<file path="config.mk">
export PLATFORM = sky130hd
export DESIGN_NAME = supervision_session_table_flat
export DESIGN_NICKNAME = d
export VERILOG_FILES = /design/src/rtl/sst_pkg.sv /design/src/rtl/sst_ifs.sv /design/src/rtl/supervision_session_table.sv /design/src/flat_wrapper.sv
export SDC_FILE = /design/constraint.sdc
export NUM_CORES = 1
export LEC_CHECK = 0
export ABC_CLOCK_PERIOD_IN_PS = 6400
export BUFFER_PORTS_ARGS = -buffer_cell sky130_fd_sc_hd__buf_2
export CORE_MARGIN = 2
export CORE_UTILIZATION = 46
export DETAILED_ROUTE_END_ITERATION = 10
export GPL_ROUTABILITY_DRIVEN = 0
export PLACE_DENSITY = 0.6
export SETUP_SLACK_MARGIN = 0.3
export SLEW_MARGIN = 20
export SYNTH_ARGS = -nofsm -noshare
export SYNTH_HDL_FRONTEND = slang
export SYNTH_SLANG_ARGS = --single-unit
</file>
<file path="constraint.sdc">
create_clock -name clk -period 6.4 [get_ports clk]
set_input_delay 0.64 -clock clk [delete_from_list [all_inputs] [get_ports clk]]
set_output_delay 0.64 -clock clk [all_outputs]
set_load 0.01 [all_outputs]
</file>
<file path="src/rtl/sst_pkg.sv">
// sst_pkg: shared types, codes and helpers for the supervision session table
// no dependencies; used by the channel interfaces and the top level

package sst_pkg;

	// table depth default and register reset value
	localparam int          MAX_SESSIONS_DEF = 6;
	localparam logic [7:0]  REPORT_CODE_RST  = 8'h02;

	// request codes
	localparam logic [1:0]  REQ_CREATE = 2'd0;
	localparam logic [1:0]  REQ_LOOKUP = 2'd1;
	localparam logic [1:0]  REQ_REPORT = 2'd2;

	// report decoding
	localparam logic [7:0]  MIN_REPORT_LEN   = 8'd4;
	localparam int          MORE_UPDATES_BIT = 7;
	localparam logic [7:0]  ST_NO_SUPPORT    = 8'h00;
	localparam logic [7:0]  ST_WORKING       = 8'h01;
	localparam logic [7:0]  ST_FAIL          = 8'h02;
	localparam logic [7:0]  ST_SUCCESS       = 8'hff;

	// status kind codes
	localparam logic [2:0]  KIND_NO_SUPPORT = 3'd0;
	localparam logic [2:0]  KIND_WORKING    = 3'd1;
	localparam logic [2:0]  KIND_FAIL       = 3'd2;
	localparam logic [2:0]  KIND_SUCCESS    = 3'd3;
	localparam logic [2:0]  KIND_UNKNOWN    = 3'd4;

	typedef struct packed {
		logic [1:0] req_type;
		logic [7:0] command_class;
		logic [7:0] value_index;
		logic [5:0] query_session;
		logic [7:0] msg_command;
		logic [7:0] msg_flags;
		logic [7:0] msg_status;
		logic [7:0] msg_length;
	} in_item_t;

	typedef struct packed {
		logic [5:0] new_session;
		logic       found;
		logic [7:0] found_index;
		logic [7:0] found_class;
		logic       handled;
		logic       report_success;
		logic       session_closed;
		logic [2:0] status_kind;
	} out_item_t;

	// one stored session
	typedef struct packed {
		logic [5:0] sid;
		logic [7:0] cls;
		logic [7:0] idx;
	} entry_t;

	// map a status byte to its kind
	function automatic logic [2:0] classify(input logic [7:0] st);
		logic [2:0] kind;
		unique case (st)
			ST_NO_SUPPORT: kind = KIND_NO_SUPPORT;
			ST_WORKING:    kind = KIND_WORKING;
			ST_FAIL:       kind = KIND_FAIL;
			ST_SUCCESS:    kind = KIND_SUCCESS;
			default:       kind = KIND_UNKNOWN;
		endcase
		return kind;
	endfunction

endpackage

</file>
<file path="src/rtl/sst_ifs.sv">
// sst_in_if / sst_out_if: valid-ready channels for requests and results
// depends on sst_pkg for the payload structs

interface sst_in_if import sst_pkg::*; ();
	logic     valid;
	logic     ready;
	in_item_t data;

	modport source(output valid, output data, input ready);
	modport sink(input valid, input data, output ready);
endinterface

interface sst_out_if import sst_pkg::*; ();
	logic      valid;
	logic      ready;
	out_item_t data;

	modport source(output valid, output data, input ready);
	modport sink(input valid, input data, output ready);
endinterface

</file>
<file path="src/rtl/supervision_session_table.sv">
// supervision_session_table: ordered session table kept in a synchronous memory
// depends on sst_pkg and the channel interfaces in sst_ifs.sv

// One request is in work at a time; a finished result sits in an output
// register so the next request can be taken while it waits. Entries live in
// a single-port-write memory with registered read data, ordered oldest first
// at address 0. A create appends behind the youngest entry; when the table is
// full the oldest entry is first shifted out. A lookup or a decoded report
// scans the entries oldest first until the first match or the last entry
// held. A short report, a foreign command byte or an undefined request goes
// straight to the result. A report that closes its session then shifts the
// younger entries down. The shift sweep through the memory port sets the
// worst case: a report closing the oldest entry of a full table. A result
// that is not taken holds the next one in S_FINISH until the output register
// frees.

module supervision_session_table import sst_pkg::*; #(
	parameter int MAX_SESSIONS = MAX_SESSIONS_DEF
) (
	input  logic        clk,
	input  logic        arst_n,
	input  logic        cfg_wr_en,
	input  logic [7:0]  cfg_wr_data,
	sst_in_if.sink      request,
	sst_out_if.source   result
);

	localparam int IDX_W = (MAX_SESSIONS > 1) ? $clog2(MAX_SESSIONS) : 1;
	localparam int CNT_W = $clog2(MAX_SESSIONS + 1);
	localparam logic [CNT_W-1:0] FULL_CNT = CNT_W'(MAX_SESSIONS);
	localparam logic [CNT_W-1:0] ONE_CNT  = CNT_W'(1);

	typedef enum logic [2:0] {
		S_IDLE,
		S_SEARCH,
		S_SHIFT_RD,
		S_SHIFT_WR,
		S_APPEND,
		S_FINISH
	} state_t;

	state_t           state_q;
	in_item_t         item_q;
	out_item_t        res_q;
	out_item_t        out_q;
	logic             out_valid_q;
	logic [CNT_W-1:0] count_q;
	logic [5:0]       last_id_q;
	logic [7:0]       code_q;
	logic [CNT_W-1:0] k_q;
	logic             pend_s1;
	logic [CNT_W-1:0] pend_k_s1;

	entry_t           mem [MAX_SESSIONS];
	entry_t           rd_data_q;
	logic             rd_en;
	logic [IDX_W-1:0] rd_addr;
	logic             wr_en;
	logic [IDX_W-1:0] wr_addr;
	entry_t           wr_data;

	logic [CNT_W-1:0] nxt_k;
	logic [5:0]       key;
	logic             hit;
	logic             accept;
	logic [5:0]       alloc_id;
	logic             out_load;
	out_item_t        start_res;
	state_t           start_state;

	assign request.ready = (state_q == S_IDLE);
	assign accept        = request.valid && request.ready;
	assign result.valid  = out_valid_q;
	assign result.data   = out_q;

	assign nxt_k    = k_q + ONE_CNT;
	assign alloc_id = last_id_q + 6'd1;
	assign key      = (item_q.req_type == REQ_LOOKUP) ? item_q.query_session
	                                                   : item_q.msg_flags[5:0];
	assign hit      = pend_s1 && (rd_data_q.sid == key);
	assign out_load = (state_q == S_FINISH) && (!out_valid_q || result.ready);

	// first result fields and next state for an incoming request
	always_comb begin
		start_res   = '0;
		start_state = S_FINISH;
		unique case (request.data.req_type)
			REQ_CREATE: begin
				start_res.new_session = alloc_id;
				start_state = (count_q == FULL_CNT) ? S_SHIFT_RD : S_APPEND;
			end
			REQ_LOOKUP: begin
				start_state = S_SEARCH;
			end
			REQ_REPORT: begin
				if (request.data.msg_command == code_q) begin
					start_res.handled = 1'b1;
					if (request.data.msg_length >= MIN_REPORT_LEN) begin
						start_res.status_kind = classify(request.data.msg_status);
						start_state = S_SEARCH;
					end
				end
			end
			default: begin
			end
		endcase
	end

	// memory port control
	always_comb begin
		rd_en   = 1'b0;
		rd_addr = k_q[IDX_W-1:0];
		wr_en   = 1'b0;
		wr_addr = k_q[IDX_W-1:0];
		wr_data = rd_data_q;
		unique case (state_q)
			S_SEARCH: begin
				rd_en = !hit && (k_q < count_q);
			end
			S_SHIFT_RD: begin
				rd_en   = (nxt_k < count_q);
				rd_addr = nxt_k[IDX_W-1:0];
			end
			S_SHIFT_WR: begin
				wr_en = 1'b1;
			end
			S_APPEND: begin
				wr_en   = 1'b1;
				wr_addr = count_q[IDX_W-1:0];
				wr_data = '{sid: item_q.query_session, cls: item_q.command_class,
				            idx: item_q.value_index};
				wr_data.sid = res_q.new_session;
			end
			default: begin
			end
		endcase
	end

	// session memory, read data registered
	always_ff @(posedge clk) begin
		if (wr_en) begin
			mem[wr_addr] <= wr_data;
		end
		if (rd_en) begin
			rd_data_q <= mem[rd_addr];
		end
	end

	// sequencer, table bookkeeping and result register
	always_ff @(posedge clk or negedge arst_n) begin
		if (!arst_n) begin
			state_q     <= S_IDLE;
			out_valid_q <= 1'b0;
			count_q     <= '0;
			last_id_q   <= '0;
			code_q      <= REPORT_CODE_RST;
			k_q         <= '0;
			pend_s1     <= 1'b0;
			pend_k_s1   <= '0;
			item_q      <= '0;
			res_q       <= '0;
			out_q       <= '0;
		end else begin
			if (cfg_wr_en) begin
				code_q <= cfg_wr_data;
			end

			// output register: take a finished result, free it after its transfer
			if (out_load) begin
				out_q       <= res_q;
				out_valid_q <= 1'b1;
			end else if (result.ready) begin
				out_valid_q <= 1'b0;
			end

			unique case (state_q)
				S_IDLE: begin
					if (accept) begin
						item_q  <= request.data;
						res_q   <= start_res;
						k_q     <= '0;
						pend_s1 <= 1'b0;
						state_q <= start_state;
						if (request.data.req_type == REQ_CREATE) begin
							last_id_q <= alloc_id;
						end
					end
				end

				// oldest-first scan, one read issued per cycle
				S_SEARCH: begin
					if (hit) begin
						pend_s1           <= 1'b0;
						res_q.found       <= 1'b1;
						res_q.found_index <= rd_data_q.idx;
						res_q.found_class <= rd_data_q.cls;
						if (item_q.req_type == REQ_REPORT) begin
							res_q.report_success <= (item_q.msg_status == ST_SUCCESS);
							if (!item_q.msg_flags[MORE_UPDATES_BIT]) begin
								res_q.session_closed <= 1'b1;
								k_q     <= pend_k_s1;
								state_q <= S_SHIFT_RD;
							end else begin
								state_q <= S_FINISH;
							end
						end else begin
							state_q <= S_FINISH;
						end
					end else if (k_q < count_q) begin
						pend_s1   <= 1'b1;
						pend_k_s1 <= k_q;
						k_q       <= nxt_k;
					end else begin
						pend_s1 <= 1'b0;
						if (!pend_s1) begin
							state_q <= S_FINISH;
						end
					end
				end

				// remove entry k by moving younger entries down
				S_SHIFT_RD: begin
					if (nxt_k < count_q) begin
						state_q <= S_SHIFT_WR;
					end else begin
						count_q <= count_q - ONE_CNT;
						state_q <= (item_q.req_type == REQ_CREATE) ? S_APPEND : S_FINISH;
					end
				end

				S_SHIFT_WR: begin
					k_q     <= nxt_k;
					state_q <= S_SHIFT_RD;
				end

				// new session goes behind the youngest entry
				S_APPEND: begin
					count_q <= count_q + ONE_CNT;
					state_q <= S_FINISH;
				end

				S_FINISH: begin
					if (out_load) begin
						state_q <= S_IDLE;
					end
				end

				default: begin
					state_q <= S_IDLE;
				end
			endcase
		end
	end

endmodule

</file>
<file path="src/flat_wrapper.sv">
// flat-port wrapper written by rule: the top's interface ports become plain ports
module supervision_session_table_flat import sst_pkg::*;
#(
	parameter int MAX_SESSIONS = MAX_SESSIONS_DEF
)
  (clk, arst_n, cfg_wr_en, cfg_wr_data, request_valid, request_data, request_ready, result_valid, result_data, result_ready);
  sst_in_if request_i ();
  sst_out_if result_i ();
  input  logic clk;
  input  logic arst_n;
  input  logic cfg_wr_en;
  input  logic [7:0] cfg_wr_data;
  input wire logic [$bits(request_i.valid)-1:0] request_valid;
  input wire logic [$bits(request_i.data)-1:0] request_data;
  output wire logic [$bits(request_i.ready)-1:0] request_ready;
  output wire logic [$bits(result_i.valid)-1:0] result_valid;
  output wire logic [$bits(result_i.data)-1:0] result_data;
  input wire logic [$bits(result_i.ready)-1:0] result_ready;
  assign request_i.valid = request_valid;
  assign request_i.data = request_data;
  assign request_ready = request_i.ready;
  assign result_valid = result_i.valid;
  assign result_data = result_i.data;
  assign result_i.ready = result_ready;
  supervision_session_table #(.MAX_SESSIONS(MAX_SESSIONS)) u_core (.clk(clk), .arst_n(arst_n), .cfg_wr_en(cfg_wr_en), .cfg_wr_data(cfg_wr_data), .request(request_i), .result(result_i));
endmodule
</file>
==> flow_metrics.py <==
metrics = {
    "worst_setup_path": {
        "path_max_fanout": 26,
        "slowest_stage": "clkinv_1",
        "critPathCaptureType": "register",
        "crit_type": "register to register",
        "cpPeakStageDelay_ns": 0.79,
        "crit_arrival_ns": 3.52,
        "cp-start-kind": "register",
        "cp.required_ns": 6.56,
        "cp_cell_sequence": "inv_1 -> nor3_4 -> clkinv_1 -> o32a_1 -> nor2_4",
    },
    "synth": {
        "avgSynthCellArea_um2": 13.1,
        "synth_top_area_frac": 0.402,
        "synthArstFlopShare": 0.448,
        "synth_flop_cell": "edfxtp_1",
        "synth_edf_count": 154,
        "yosysWarnings": 0,
        "syn_nets": 952,
        "synth_cell_types": 55,
        "synth_area_leaders": "edfxtp_1 (40%), dfrtp_1 (27%), nand2_1 (8.3%), mux4_2 (4.3%), mux2_2 (4.1%)",
        "ys_seq_area_frac": 0.674,
        "syn-cell-area_mm2": 0.0115,
        "ys_ff_latch": 279,
        "synthCells": 876,
        "synth_top_area_cell": "edfxtp_1",
    },
    "sta": {
        "hold_viol": 0,
        "setup_tns_ns": 0,
        "max_slew.worst_pin.slew_ns": 0.980,
        "relSlewSlack": 0.343,
        "setup_viol_count_final": 0,
        "fin_ws_ns": 3.04,
        "hold_ws_ns": 0.0521,
        "grt_setup_unrepaired": "false",
        "post-route-period-util": 0.524,
        "fmax_mhz": 298,
        "final_max_slew_viol_count": 0,
        "clock_skew_ns": 0.0132,
        "period_needed_ns": 3.36,
    },
    "final_layout": {
        "diodes": 0,
        "final_core_util": 0.545,
        "multi_input_area_mm2": 0.00358,
        "seq_area_mm2": 0.00775,
        "fillers": 2049,
        "final_nets": 1051,
        "drive_gt1_frac": 0.238,
        "area_growth_pct": 15.8,
    },
    "outcome": {
        "outcome": "finished, final reports clean",
    },
    "placement": {
        "hpwlAfterDp_um": 14500,
        "dp_slack_ns": 2.96,
        "port_buffers": 96,
    },
    "clock_network": {
        "cts_tree": "built",
        "postCtsSetupBuffers": 0,
        "cts_htree_levels": 1,
        "cts_resized": 0,
        "clockRootBuffer": "clkbuf_16",
        "clk_latency_ns": 0.54,
        "cts.clk_slew.worst_paths_ns": 0.07,
        "numCtsBuffers": 28,
        "clockBufferDepth": 3,
        "cts_num_sinks": 279,
        "holdBufCountCts": 0,
    },
    "floorplanning": {
        "rows": 57,
        "start_util": 0.470,
        "io_pins": 100,
        "die_y_um": 162,
        "coreArea_mm2": 0.0245,
        "die_x_um": 162,
        "die_area_mm2": 0.0263,
    },
    "route": {
        "vias_per_cell": 5.20,
        "drtPass1Iterations": 7,
        "ant_nets": 0,
        "wl_per_cell_um": 17.7,
        "drt_iter0_drc": 539,
        "drc": 0,
        "drt_wl_total_um": 23400,
        "num_vias": 6870,
    },
    "global_route": {
        "grtUsageMet2": 0.286,
        "use_met1": 0.265,
        "grt_use_met3": 0.0281,
        "grt_pass1_wl_um": 37000,
        "grt_pass1_vias": 6797,
        "top_usage_layer": "met2",
        "grt_usage": 0.180,
        "grt_max_degree": 73,
        "overflow": 0,
        "antenna_found_initial": 0,
    },
    "power": {
        "power_switching_share": 0.320,
        "p_clk_frac": 0.266,
        "peakVddDrop_mv": 0.203,
        "switchingPower_w": 0.00199,
        "internal-power_w": 0.00424,
        "p_leak_nw": 5.75,
        "powerDensity_mw_per_mm2": 468,
        "power_frac_comb": 0.273,
        "seq_power_share": 0.461,
    },
    "job": {
        "drv_cap": 0,
    },
    "hold_path": {
        "hold_class": "input port to asynchronous set/reset pin",
    },
}
layer usage:
| metal | share of wire | routed length (um) |
|---|---|---|
| met1 | 0.47 | 11100 |
| met2 | 0.46 | 10800 |
| met3 | 0.054 | 1250 |
| met4 | 0.012 | 270 |
| met5 | 0 | 0 |
placed cells by master (no fill, tap or decap), drive strengths merged, types with 8 or more instances in the layout:
| master | count |
|---|---|
| buf | 110 |
| nor3 | 11 |
| xnor2 | 15 |
| edfxtp | 154 |
| a31oi | 8 |
| mux4 | 22 |
| clkbuf | 38 |
| nand2 | 255 |
| nor2 | 19 |
| o21ai | 52 |
| mux2 | 42 |
| clkinv | 9 |
| inv | 14 |
| xor2 | 14 |
| mux2i | 32 |
| dfrtp | 124 |
layout make-up:
type,instances,area share
Multi-Input combinational cell,542,0.269
Clock inverter,14,0.0109
Inverter,14,0.00394
Clock buffer,38,0.0600
Timing Repair Buffer,110,0.0444
Tap cell,324,0.0304
Sequential cell,279,0.582
power by group through the flow:
stage | clock [W] | combinational (W) | sequential (W)
after floorplan | 0 | 0.00123 | 0.00281
after global placement | 0 | 0.00170 | 0.00289
after detailed placement | 0 | 0.00173 | 0.00290
after CTS | 0.00170 | 0.00174 | 0.00287
after global routing | 0.00176 | 0.00191 | 0.00292
final | 0.00166 | 0.00171 | 0.00287
Yosys cell counts, types with 2 or more instances:
cell,count
buf_1,3
mux2_2,42
and3_1,3
xnor2_1,14
o32a_1,3
inv_1,13
mux2i_1,32
xor2_1,14
a32o_1,2
nand2b_1,3
mux4_2,22
nor2_1,18
dfrtp_1,124
nand2_1,255
a21o_1,6
and2_1,3
nor3_1,10
buf_2,6
clkbuf_1,27
nand4_1,5
a22o_1,3
a31oi_1,8
edfxtp_1,154
or4_1,3
o21ai_0,51
o31ai_1,4
a21oi_1,4
nand3_1,4
nor2b_1,2
nor4_1,3
ha_1,6
buf_4,4
or2_2,3
critical path: cells and delay by family (launching register included):
| family | cells | cell delay, ns |
|---|---|---|
| flip-flops | 1 | 0.58 |
| AO/OA/AOI/OAI | 1 | 0.52 |
| buffers and inverters | 2 | 1.00 |
| AND/OR/NAND/NOR | 2 | 0.86 |
logic make-up (layout without fill, tap and decap cells):
logic type                 count (synthesis)  count (layout)  share of synthesized area
buffers and inverters                     55             176                     0.0205
xor gates and xnor gates                  29              29                     0.0227
muxes                                     96              96                      0.112
DFF                                      279             279                      0.674
AOI/OAI and AO/OA                         91              91                     0.0487
adders and majority gates                  7               7                    0.00826
and+or+nand+nor                          319             319                      0.114
per-stage QoR:
stage,cells,instance area [um2],power [W]
after global placement,1269,12400,0.00460
after detailed placement,1269,12400,0.00464
final,1321,13300,0.00624
after CTS,1321,13300,0.00631
after global routing,1321,13300,0.00660
after floorplan,876,11500,0.00404
worst paths after layout:
| kind | cells after the start | start | slack [ns] | to |
|---|---|---|---|---|
| worst max-delay path | 5 | u_core.state_q[2]$_DFFE_PN0P_ | 3.04 | u_core.mem[4][9]$_DFFE_PP_ |
| worst min-delay path | 1 | arst_n | 0.05 | u_core.result.data[26]$_DFFE_PN0P_ |
| worst max register to register | 5 | u_core.state_q[2]$_DFFE_PN0P_ | 3.04 | u_core.mem[4][9]$_DFFE_PP_ |
| worst min register to register | 2 | u_core.item_q[49]$_DFFE_PN0P_ | 0.47 | u_core.item_q[49]$_DFFE_PN0P_ |
| max in group asynchronous | 2 | arst_n | 5.02 | u_core.result.data[18]$_DFFE_PN0P_ |
| min in group clk | 3 | request_data[32] | 0.29 | u_core.item_q[32]$_DFFE_PN0P_ |
registers in the layout, indices dropped and copies added, names as in the netlist, 6 cells and up:
| register | cells |
|---|---|
| u_core.item_q | 39 |
| u_core.res_q | 29 |
| u_core.last_id_q | 6 |
| u_core.code_q | 8 |
| u_core.rd_data_q | 22 |
| u_core.mem | 132 |
| u_core.result.data | 29 |
(Power assumes the default switching activity.)
